`config.mk`:
```
export PLATFORM = sky130hd
export DESIGN_NAME = http_request_head_parser
export DESIGN_NICKNAME = d
export VERILOG_FILES = /design/src/hw/rtl/hrhp_pkg.sv /design/src/hw/rtl/hrhp_parser.sv /design/src/hw/rtl/http_request_head_parser.sv
export SDC_FILE = /design/constraint.sdc
export NUM_CORES = 1
export LEC_CHECK = 0
export CORE_ASPECT_RATIO = 0.7
export CORE_UTILIZATION = 40
export DETAILED_ROUTE_END_ITERATION = 6
export DONT_BUFFER_PORTS = 1
export SYNTH_ARGS = -nofsm -noshare
export SYNTH_HDL_FRONTEND = slang
export SYNTH_SLANG_ARGS = --single-unit
```
`constraint.sdc`:
```
create_clock -name clock -period 9 [get_ports clock]
set_input_delay 0.45 -clock clock [delete_from_list [all_inputs] [get_ports clock]]
set_output_delay 0.45 -clock clock [all_outputs]
set_load 0.03 [all_outputs]
```
`src/hw/rtl/hrhp_pkg.sv`:
```
// ----------------------------------------------------------------------------
// HTTP request head parser package
// Shared item types, status codes and method tables for the head parser.
// ----------------------------------------------------------------------------
package hrhp_pkg;

   localparam int OFFSET_BITS_DEFAULT    = 16;
   localparam int MAX_METHOD_LEN_DEFAULT = 7;

   localparam int OFFSET_PORT_BITS = 16;
   localparam int MARK_BITS        = 20;
   localparam int METHOD_COUNT     = 8;

   localparam logic [2:0] ST_MORE = 3'd0;
   localparam logic [2:0] ST_LINE = 3'd1;
   localparam logic [2:0] ST_HDR  = 3'd2;
   localparam logic [2:0] ST_HEAD = 3'd3;
   localparam logic [2:0] ST_FAIL = 3'd4;

   // Lower-case method names, first character in the lowest byte.
   localparam logic [63:0] METHOD_WORDS [METHOD_COUNT] = '{
      64'h0000_0000_0074_6567,
      64'h0000_0000_7473_6F70,
      64'h0000_0000_0074_7570,
      64'h0000_0000_6461_6568,
      64'h0000_6574_656C_6564,
      64'h0073_6E6F_6974_706F,
      64'h0000_0065_6361_7274,
      64'h0074_6365_6E6E_6F63
   };

   localparam logic [3:0] METHOD_LENS [METHOD_COUNT] = '{
      4'd3, 4'd4, 4'd3, 4'd4, 4'd6, 4'd7, 4'd5, 4'd7
   };

   typedef struct packed {
      logic [7:0] data_byte;
      logic       restart;
   } req_type;

   typedef struct packed {
      logic [2:0]                  status;
      logic [3:0]                  method_code;
      logic [OFFSET_PORT_BITS-1:0] byte_offset;
      logic [MARK_BITS-1:0]        boundary_marks;
   } rsp_type;

endpackage

```
`src/hw/rtl/hrhp_parser.sv`:
```
// ----------------------------------------------------------------------------
// HTTP request head parser state machine
// Holds the parse state and computes the result for the byte being accepted.
// ----------------------------------------------------------------------------
module hrhp_parser #(
   parameter int OFFSET_BITS    = hrhp_pkg::OFFSET_BITS_DEFAULT,
   parameter int MAX_METHOD_LEN = hrhp_pkg::MAX_METHOD_LEN_DEFAULT
) (
   input  logic              clock,
   input  logic              reset,
   input  logic              step,
   input  hrhp_pkg::req_type req,
   output hrhp_pkg::rsp_type result
);

   localparam int MB_W = 8 * MAX_METHOD_LEN;
   localparam int ML_W = $clog2(MAX_METHOD_LEN + 2);
   localparam int MK_W = hrhp_pkg::MARK_BITS;

   localparam int FK_METHOD  = 0;
   localparam int FK_URI     = 1;
   localparam int FK_SCHEMA  = 2;
   localparam int FK_HOST    = 3;
   localparam int FK_PORT    = 4;
   localparam int FK_PATH    = 5;
   localparam int FK_QUERY   = 6;
   localparam int FK_VERSION = 7;
   localparam int FK_KEY     = 8;
   localparam int FK_VALUE   = 9;

   localparam logic [7:0] CH_CR    = 8'h0D;
   localparam logic [7:0] CH_LF    = 8'h0A;
   localparam logic [7:0] CH_SP    = 8'h20;
   localparam logic [7:0] CH_COLON = 8'h3A;
   localparam logic [7:0] CH_SLASH = 8'h2F;
   localparam logic [7:0] CASE_BIT = 8'h20;

   typedef enum logic [4:0] {
      S_LINE_START, S_METHOD, S_AFTER_METHOD, S_SCHEMA, S_SLASH1, S_SLASH2,
      S_HOST, S_PORT, S_PATH, S_QUERY, S_VER_START, S_VER_H, S_VER_HT,
      S_VER_HTT, S_VER_HTTP, S_VER_SLASH, S_VER_MAJOR, S_VER_DOT, S_VER_MINOR,
      S_LINE_CR, S_KEY, S_COLON, S_COLON_SP, S_VALUE, S_VAL_CR, S_AFTER_LF,
      S_BLANK_CR
   } state_type;

   function automatic logic [MK_W-1:0] ms(input int k);
      ms = MK_W'(1) << (2 * k);
   endfunction

   function automatic logic [MK_W-1:0] me(input int k);
      me = MK_W'(1) << (2 * k + 1);
   endfunction

   function automatic logic is_upper(input logic [7:0] b);
      is_upper = (b >= 8'h41) && (b <= 8'h5A);
   endfunction

   function automatic logic is_alpha(input logic [7:0] b);
      is_alpha = is_upper(b) || ((b >= 8'h61) && (b <= 8'h7A));
   endfunction

   function automatic logic is_digit(input logic [7:0] b);
      is_digit = (b >= 8'h30) && (b <= 8'h39);
   endfunction

   state_type              state_ff, state_in, cur_state;
   logic [MB_W-1:0]        mbytes_ff, mbytes_in, cur_mbytes, kept_mbytes;
   logic [ML_W-1:0]        mlen_ff, mlen_in, cur_mlen, kept_mlen;
   logic [MK_W-1:0]        pend_ff, pend_in, cur_pend;
   logic [3:0]             found_ff, found_in, cur_found, match_code;
   logic [OFFSET_BITS-1:0] pos_ff, pos_in, cur_pos;
   logic                   failed_ff, failed_in, cur_failed;
   logic [7:0]             b;
   logic [7:0]             folded;
   logic [2:0]             st;
   logic [MK_W-1:0]        mk;

   assign b      = req.data_byte;
   assign folded = is_upper(b) ? (b | CASE_BIT) : b;

   always_comb begin
      if (req.restart) begin
         cur_state  = S_LINE_START;
         cur_mbytes = '0;
         cur_mlen   = '0;
         cur_pend   = '0;
         cur_found  = '0;
         cur_pos    = '0;
         cur_failed = 1'b0;
      end else begin
         cur_state  = state_ff;
         cur_mbytes = mbytes_ff;
         cur_mlen   = mlen_ff;
         cur_pend   = pend_ff;
         cur_found  = found_ff;
         cur_pos    = pos_ff;
         cur_failed = failed_ff;
      end
   end

   always_comb begin
      kept_mbytes = cur_mbytes;
      for (int i = 0; i < MAX_METHOD_LEN; i++) begin
         if (cur_mlen == ML_W'(i)) begin
            kept_mbytes[8*i +: 8] = cur_mbytes[8*i +: 8] | folded;
         end
      end
      kept_mlen = (cur_mlen <= ML_W'(MAX_METHOD_LEN)) ? cur_mlen + 1'b1 : cur_mlen;
   end

   always_comb begin
      match_code = '0;
      for (int m = hrhp_pkg::METHOD_COUNT - 1; m >= 0; m--) begin
         if ((cur_mlen == ML_W'(hrhp_pkg::METHOD_LENS[m]))
             && (cur_mbytes == hrhp_pkg::METHOD_WORDS[m][MB_W-1:0])) begin
            match_code = 4'(m + 1);
         end
      end
   end

   always_comb begin
      st        = hrhp_pkg::ST_MORE;
      mk        = cur_pend;
      pend_in   = '0;
      state_in  = cur_state;
      mbytes_in = cur_mbytes;
      mlen_in   = cur_mlen;
      found_in  = cur_found;
      failed_in = cur_failed;

      unique case (cur_state)
         S_LINE_START: begin
            if (b == CH_CR || b == CH_LF) begin
               st = hrhp_pkg::ST_MORE;
            end else if (!is_upper(b)) begin
               st = hrhp_pkg::ST_FAIL;
            end else begin
               mbytes_in = kept_mbytes;
               mlen_in   = kept_mlen;
               mk        = mk | ms(FK_METHOD);
               state_in  = S_METHOD;
            end
         end
         S_METHOD: begin
            if (b != CH_SP) begin
               mbytes_in = kept_mbytes;
               mlen_in   = kept_mlen;
            end else begin
               found_in = match_code;
               if (match_code == '0) begin
                  st = hrhp_pkg::ST_FAIL;
               end else begin
                  mk       = mk | me(FK_METHOD);
                  state_in = S_AFTER_METHOD;
               end
            end
         end
         S_AFTER_METHOD: begin
            if (b == CH_SLASH) begin
               mk = mk | ms(FK_URI) | ms(FK_SCHEMA) | me(FK_SCHEMA) | ms(FK_HOST)
                  | me(FK_HOST) | ms(FK_PORT) | me(FK_PORT) | ms(FK_PATH);
               state_in = S_PATH;
            end else if (!is_alpha(b)) begin
               st = hrhp_pkg::ST_FAIL;
            end else begin
               mk       = mk | ms(FK_URI) | ms(FK_SCHEMA);
               state_in = S_SCHEMA;
            end
         end
         S_SCHEMA: begin
            if (b == CH_COLON) begin
               mk       = mk | me(FK_SCHEMA);
               state_in = S_SLASH1;
            end else if (!is_alpha(b)) begin
               st = hrhp_pkg::ST_FAIL;
            end
         end
         S_SLASH1: begin
            if (b != CH_SLASH) st = hrhp_pkg::ST_FAIL;
            else state_in = S_SLASH2;
         end
         S_SLASH2: begin
            if (b != CH_SLASH) begin
               st = hrhp_pkg::ST_FAIL;
            end else begin
               pend_in  = ms(FK_HOST);
               state_in = S_HOST;
            end
         end
         S_HOST: begin
            if (b == CH_COLON) begin
               mk       = mk | me(FK_HOST);
               pend_in  = ms(FK_PORT);
               state_in = S_PORT;
            end else if (b == CH_SLASH) begin
               mk       = mk | me(FK_HOST) | ms(FK_PORT) | me(FK_PORT) | ms(FK_PATH);
               state_in = S_PATH;
            end else if (b == CH_SP) begin
               mk = mk | me(FK_HOST) | ms(FK_PORT) | me(FK_PORT) | ms(FK_PATH)
                  | me(FK_PATH) | me(FK_URI);
               state_in = S_VER_START;
            end else if (!is_alpha(b) && !is_digit(b) && b != 8'h2D && b != 8'h2E) begin
               st = hrhp_pkg::ST_FAIL;
            end
         end
         S_PORT: begin
            if (b == CH_SLASH) begin
               mk       = mk | me(FK_PORT) | ms(FK_PATH);
               state_in = S_PATH;
            end else if (b == CH_SP) begin
               mk       = mk | me(FK_PORT) | ms(FK_PATH) | me(FK_PATH) | me(FK_URI);
               state_in = S_VER_START;
            end else if (!is_digit(b)) begin
               st = hrhp_pkg::ST_FAIL;
            end
         end
         S_PATH: begin
            if (b == CH_SP) begin
               mk       = mk | me(FK_PATH) | me(FK_URI);
               state_in = S_VER_START;
            end else if (b == 8'h3F || b == 8'h26 || b == 8'h3D || b == 8'h23) begin
               mk       = mk | me(FK_PATH) | ms(FK_QUERY);
               state_in = S_QUERY;
            end else if (b == CH_CR || b == CH_LF) begin
               st = hrhp_pkg::ST_FAIL;
            end
         end
         S_QUERY: begin
            if (b == CH_SP) begin
               mk       = mk | me(FK_QUERY) | me(FK_URI);
               state_in = S_VER_START;
            end else if (b == CH_CR || b == CH_LF) begin
               st = hrhp_pkg::ST_FAIL;
            end
         end
         S_VER_START: begin
            if (b == 8'h48) begin
               mk       = mk | ms(FK_VERSION);
               state_in = S_VER_H;
            end else if (b != CH_SP) begin
               st = hrhp_pkg::ST_FAIL;
            end
         end
         S_VER_H: begin
            if (b != 8'h54) st = hrhp_pkg::ST_FAIL;
            else state_in = S_VER_HT;
         end
         S_VER_HT: begin
            if (b != 8'h54) st = hrhp_pkg::ST_FAIL;
            else state_in = S_VER_HTT;
         end
         S_VER_HTT: begin
            if (b != 8'h50) st = hrhp_pkg::ST_FAIL;
            else state_in = S_VER_HTTP;
         end
         S_VER_HTTP: begin
            if (b != CH_SLASH) st = hrhp_pkg::ST_FAIL;
            else state_in = S_VER_SLASH;
         end
         S_VER_SLASH: begin
            if (b != 8'h31) st = hrhp_pkg::ST_FAIL;
            else state_in = S_VER_MAJOR;
         end
         S_VER_MAJOR: begin
            if (b != 8'h2E) st = hrhp_pkg::ST_FAIL;
            else state_in = S_VER_DOT;
         end
         S_VER_DOT: begin
            if (b != 8'h30 && b != 8'h31) st = hrhp_pkg::ST_FAIL;
            else state_in = S_VER_MINOR;
         end
         S_VER_MINOR: begin
            if (b == CH_CR) begin
               mk       = mk | me(FK_VERSION);
               state_in = S_LINE_CR;
            end else if (b == CH_LF) begin
               mk       = mk | me(FK_VERSION);
               state_in = S_AFTER_LF;
               st       = hrhp_pkg::ST_LINE;
            end else begin
               st = hrhp_pkg::ST_FAIL;
            end
         end
         S_LINE_CR: begin
            if (b != CH_LF) begin
               st = hrhp_pkg::ST_FAIL;
            end else begin
               state_in = S_AFTER_LF;
               st       = hrhp_pkg::ST_LINE;
            end
         end
         S_AFTER_LF: begin
            if (b == CH_LF) begin
               st = hrhp_pkg::ST_HEAD;
            end else if (b == CH_CR) begin
               state_in = S_BLANK_CR;
            end else if (!is_alpha(b)) begin
               st = hrhp_pkg::ST_FAIL;
            end else begin
               mk       = mk | ms(FK_KEY);
               state_in = S_KEY;
            end
         end
         S_BLANK_CR: begin
            st = (b == CH_LF) ? hrhp_pkg::ST_HEAD : hrhp_pkg::ST_FAIL;
         end
         S_KEY: begin
            if (b == CH_COLON) begin
               mk       = mk | me(FK_KEY);
               state_in = S_COLON;
            end else if (!is_alpha(b) && !is_digit(b) && b != 8'h2D && b != 8'h5F) begin
               st = hrhp_pkg::ST_FAIL;
            end
         end
         S_COLON, S_COLON_SP: begin
            // A value byte right after the colon or its spaces is handled as
            // the first byte of the value.
            if (b == CH_SP) begin
               state_in = S_COLON_SP;
            end else if (b == CH_CR) begin
               mk       = mk | ms(FK_VALUE) | me(FK_VALUE);
               state_in = S_VAL_CR;
            end else if (b == CH_LF) begin
               mk       = mk | ms(FK_VALUE) | me(FK_VALUE);
               state_in = S_AFTER_LF;
               st       = hrhp_pkg::ST_HDR;
            end else begin
               mk       = mk | ms(FK_VALUE);
               state_in = S_VALUE;
            end
         end
         S_VALUE: begin
            if (b == CH_CR) begin
               mk       = mk | me(FK_VALUE);
               state_in = S_VAL_CR;
            end else if (b == CH_LF) begin
               mk       = mk | me(FK_VALUE);
               state_in = S_AFTER_LF;
               st       = hrhp_pkg::ST_HDR;
            end
         end
         S_VAL_CR: begin
            if (b != CH_LF) begin
               st = hrhp_pkg::ST_FAIL;
            end else begin
               state_in = S_AFTER_LF;
               st       = hrhp_pkg::ST_HDR;
            end
         end
         default: begin
            st = hrhp_pkg::ST_FAIL;
         end
      endcase

      if (cur_failed) begin
         st        = hrhp_pkg::ST_FAIL;
         mk        = '0;
         pend_in   = cur_pend;
         state_in  = cur_state;
         mbytes_in = cur_mbytes;
         mlen_in   = cur_mlen;
         found_in  = cur_found;
      end else if (st == hrhp_pkg::ST_FAIL) begin
         failed_in = 1'b1;
         mk        = '0;
         pend_in   = '0;
      end

      result.status         = st;
      result.method_code    = found_in;
      result.byte_offset    = hrhp_pkg::OFFSET_PORT_BITS'(cur_pos);
      result.boundary_marks = mk;

      pos_in = (cur_pos != '1) ? cur_pos + 1'b1 : cur_pos;

      if (st == hrhp_pkg::ST_HEAD) begin
         state_in  = S_LINE_START;
         mbytes_in = '0;
         mlen_in   = '0;
         pend_in   = '0;
         found_in  = '0;
         pos_in    = '0;
      end
   end

   always_ff @(posedge clock) begin
      if (reset) begin
         state_ff  <= S_LINE_START;
         mbytes_ff <= '0;
         mlen_ff   <= '0;
         pend_ff   <= '0;
         found_ff  <= '0;
         pos_ff    <= '0;
         failed_ff <= 1'b0;
      end else if (step) begin
         state_ff  <= state_in;
         mbytes_ff <= mbytes_in;
         mlen_ff   <= mlen_in;
         pend_ff   <= pend_in;
         found_ff  <= found_in;
         pos_ff    <= pos_in;
         failed_ff <= failed_in;
      end
   end

endmodule

```
`src/hw/rtl/http_request_head_parser.sv`:
```
// ----------------------------------------------------------------------------
// HTTP request head parser
// Byte-wide request line and header line parser with a registered result.
// ----------------------------------------------------------------------------
// The req channel carries one byte of a request head per item, with a restart
// flag that begins a new request at that byte. The rsp channel returns exactly
// one item per byte: status, method code, byte offset and boundary marks.
// Both channels use valid/ready; an item moves when both are high.
// The result of a byte is registered: it is valid in the cycle after the
// byte is accepted. One byte is accepted every cycle, unless the receiver
// stalls with a result pending.
// The result sits in an output register; a new byte is taken while the
// receiver is ready or the register is empty. When the receiver stalls with
// a result pending, req_ready drops and the parse state holds.
// Synchronous reset puts the parser at the start of a request line, clears
// the error flag and empties the output register.
// ----------------------------------------------------------------------------
module http_request_head_parser #(
   parameter int OFFSET_BITS    = hrhp_pkg::OFFSET_BITS_DEFAULT,
   parameter int MAX_METHOD_LEN = hrhp_pkg::MAX_METHOD_LEN_DEFAULT
) (
   input  logic              clock,
   input  logic              reset,
   input  logic              req_valid,
   output logic              req_ready,
   input  hrhp_pkg::req_type req_data,
   output logic              rsp_valid,
   input  logic              rsp_ready,
   output hrhp_pkg::rsp_type rsp_data
);

   logic              accept;
   logic              rsp_valid_ff, rsp_valid_in;
   hrhp_pkg::rsp_type rsp_data_ff;
   hrhp_pkg::rsp_type result;

   assign req_ready    = !rsp_valid_ff || rsp_ready;
   assign accept       = req_valid && req_ready;
   assign rsp_valid_in = accept || (rsp_valid_ff && !rsp_ready);

   hrhp_parser #(
      .OFFSET_BITS    (OFFSET_BITS),
      .MAX_METHOD_LEN (MAX_METHOD_LEN)
   ) u_parser (
      .clock  (clock),
      .reset  (reset),
      .step   (accept),
      .req    (req_data),
      .result (result)
   );

   always_ff @(posedge clock) begin
      if (reset) begin
         rsp_valid_ff <= 1'b0;
      end else begin
         rsp_valid_ff <= rsp_valid_in;
      end
   end

   always_ff @(posedge clock) begin
      if (accept) begin
         rsp_data_ff <= result;
      end
   end

   assign rsp_valid = rsp_valid_ff;
   assign rsp_data  = rsp_data_ff;

endmodule

```
==> results.py <==
metrics = {
    "detailed_routing": {
        "drt-total-wl_um": 27400,
        "dr_total_vias": 7894,
        "wire_per_inst_um": 22.4,
        "drt_iter0_markers": 958,
        "ant_nets": 0,
        "first_pass_iters": 5,
        "drc": 0,
        "viasPerCell": 6.43,
    },
    "clocking": {
        "cts_inserted_buffers": 17,
        "cts_tree": "yes",
        "clockBufferDepth": 2,
        "htreeDepth": 4,
        "clk_latency_ns": 0.44,
        "cts.clk_slew.worst_paths_ns": 0.07,
        "clock-sinks": 150,
        "cts_setup_buffers": 0,
        "ctsHoldBuffers": 0,
        "cts_root_buf": "clkbuf_16",
        "cts_resized": 0,
    },
    "sta": {
        "slew_headroom": 0.367,
        "tightest_slew_ns": 0.941,
        "finClkSkew_ns": 0.0113,
        "slew_violations": 0,
        "period_needed_ns": 3.58,
        "post-route-period-util": 0.398,
        "tns_ns": 0,
        "hold_viol": 0,
        "fmax_mhz": 279,
        "fin_ws_ns": 5.42,
        "setup_viol": 0,
        "grt_setup_unrepaired": "false",
    },
    "setup_path": {
        "worstReg2RegStart": "u_parser.state_ff[4]",
        "arrival_ns": 3.73,
        "endpoint_kind": "flip-flop",
        "critical_path_class": "reg2reg",
        "startpoint_type": "flip-flop",
        "critical_path.reg2reg.endpoint": "rsp_data[0]",
        "crit_start": "u_parser.state_ff[4]",
        "r2r_cells": 6,
        "critPathMaxFanout": 22,
        "required_ns": 9.14,
        "r2r_slack_ns": 5.42,
        "endpoint": "rsp_data[0]",
    },
    "grt": {
        "track_usage": 0.258,
        "grt_max_degree": 67,
        "grt_pass1_wl_um": 42100,
        "antenna_found_initial": 1,
        "grt_pass1_vias": 6928,
        "overflow": 0,
    },
    "die": {
        "io_pins": 58,
        "die_w_um": 175,
        "rows": 43,
        "die_y_um": 123,
        "die_area_mm2": 0.0216,
        "core_area_mm2": 0.0202,
        "start_util": 0.416,
    },
    "pwr": {
        "ir_drop_uv": 116,
        "seqPwrFrac": 0.471,
        "power.total_mw": 1.55,
        "internal-power_mw": 1.15,
        "sw_frac_of_total": 0.262,
        "clkPwrFrac": 0.483,
        "combinationalPowerShare": 0.047,
        "p_leak_nw": 2.88,
        "p_sw_uw": 407,
        "power_density_mw_per_mm2": 169,
    },
    "final_layout": {
        "final_common_cell": "nand2_1",
        "fin_nets": 962,
        "final_cell_mix": "nand2_1, dfxtp_1, o21ai_0",
        "drive_above_1_share": 0.0900,
        "syn2layout_area_growth_pct": 9.42,
    },
    "yosys": {
        "ys_seq_area_frac": 0.409,
        "syn_area_mm2": 0.00838,
        "synth-adder-area-share": 0.0101,
        "synthMuxAreaShare": 0.00119,
        "yosys_warnings": 0,
        "synth_ff_type": "dfxtp_1",
        "synth-seq-cells": 150,
        "avgSynthCellArea_um2": 8.64,
        "netlist_instances": 970,
        "synth_top_family_by_area": "simple AND/OR/NAND/NOR gates",
        "async_flop_share": 0,
        "synth_fp_nets": 989,
        "synth_edf_count": 43,
        "synth_compound_gate_area_share": 0.203,
        "ys_types": 89,
        "synth_simple_gate_area_frac": 0.325,
        "synth_xor_area_frac": 0.00836,
    },
    "place": {
        "hpwl_um": 19700,
        "dpl_worst_slack_ns": 5.41,
        "numPortBuffers": 0,
        "gp_congestion": 1.05,
    },
    "flow_run": {
        "maxCapViolations": 0,
    },
    "run_status": {
        "outcome": "complete, no violations",
    },
    "hold_path": {
        "hold_path.class": "in2reg",
    },
}
-- worst min path at each step --
stage,start,endpoint,depth (start not counted)
2_1_floorplan,u_parser.mbytes_ff[23],u_parser.mbytes_ff[23],2
3_3_place_gp,u_parser.found_ff[1],u_parser.found_ff[1],2
3_5_place_dp,u_parser.found_ff[1],u_parser.found_ff[1],2
4_1_cts,reset,u_parser.pos_ff[5],1
5_1_grt,reset,u_parser.pos_ff[15],1
6_report,reset,u_parser.mlen_ff[0],1
-- registers in the layout (all words and copies together), names as in the netlist --
register,count
u_parser.state_ff,5
rsp_valid,1
u_parser.found_ff,4
u_parser.mlen_ff,4
u_parser.mbytes_ff,56
u_parser.pos_ff,16
rsp_data,43
u_parser.pend_ff,20
u_parser.failed_ff,1
-- stage by stage --
| stage | utilization | instances | cell area, um2 | hold WS, ns |
|---|---|---|---|---|
| final | 0.455 | 1227 | 9170 | 0.107 |
| after detailed placement | 0.424 | 1194 | 8560 | 0.434 |
| after global placement | 0.424 | 1194 | 8560 | 0.429 |
| after global routing | 0.455 | 1226 | 9170 | 0.0863 |
| after CTS | 0.455 | 1226 | 9170 | 0.0831 |
| after floorplan | - | 970 | 8380 | 0.417 |
-- logic make-up (layout without fill, tap and decap cells) --
logic type	after synthesis	after routing
mux	1	1
other cells	0	1
buf+inv	81	67
xor+xnor	8	8
compound gates	254	254
simple gates	469	469
flops	150	150
fa+ha+maj	7	7
-- layer usage --
layer / track usage / up-vias / part of all wire
met1: 0.396 / 3788 / 0.49
li1: - / 3616 / -
met2: 0.328 / 450 / 0.38
met4: 0.0674 / 0 / 0.012
met3: 0.0910 / 40 / 0.12
met5: 0 / - / 0
-- cells in the mapped netlist (5+ instances only) --
library cell | count | area, um2
nand2_1 | 115 | 432
dfxtp_1 | 107 | 2140
o21ai_0 | 72 | 360
nor2_1 | 57 | 214
a21oi_1 | 52 | 260
edfxtp_1 | 43 | 1290
nor4_1 | 34 | 213
nor3_1 | 31 | 155
and2_1 | 30 | 188
clkbuf_1 | 30 | 113
nand3_1 | 30 | 150
nor2b_1 | 29 | 181
nand4_1 | 24 | 150
buf_2 | 20 | 100
inv_1 | 20 | 75.1
nand2b_1 | 20 | 125
a211oi_1 | 15 | 113
a22oi_1 | 15 | 113
a32oi_1 | 13 | 114
nand3b_1 | 12 | 90.1
nor4bb_1 | 11 | 110
a31oi_1 | 9 | 56.3
a22o_1 | 8 | 70.1
nor4b_1 | 8 | 70.1
a32o_1 | 7 | 70.1
o211ai_1 | 7 | 52.6
buf_4 | 6 | 45.0
ha_1 | 6 | 75.1
nand4b_1 | 6 | 52.6
o21ai_1 | 6 | 30.0
or2_2 | 6 | 37.5
or4_1 | 6 | 45.0
a2111oi_0 | 5 | 43.8
and3_1 | 5 | 31.3
nor3b_1 | 5 | 37.5
o22ai_1 | 5 | 31.3
or3b_2 | 5 | 43.8
-- power groups by stage --
stage	registers (mW)	clock network (mW)	logic (mW)
floorplan	0.745	0	0.0621
global placement	0.746	0	0.0717
detailed placement	0.747	0	0.0715
CTS	0.731	0.761	0.0715
global route	0.732	0.784	0.0779
finish	0.731	0.750	0.0729
-- worst max-delay path: stages (launching register included) --
cell	delay, ns
dfxtp_1	0.83
or4b_2	0.72
a211oi_1	0.64
a211o_1	0.18
nor4_1	0.05
nand4b_1	0.68
nor3_1	0.18
-- cell type report --
| class | instances | area [um2] |
|---|---|---|
| clock buffer | 17 | 425 |
| inverter | 21 | 78.8 |
| antenna | 1 | 2.50 |
| clock inverter | 15 | 185 |
| multi-input combinational | 739 | 4610 |
| tap | 270 | 338 |
| fill | 1921 | 11000 |
| sequential | 150 | 3430 |
| timing repair buffer | 14 | 105 |
Power figures use the tool's default switching activity.
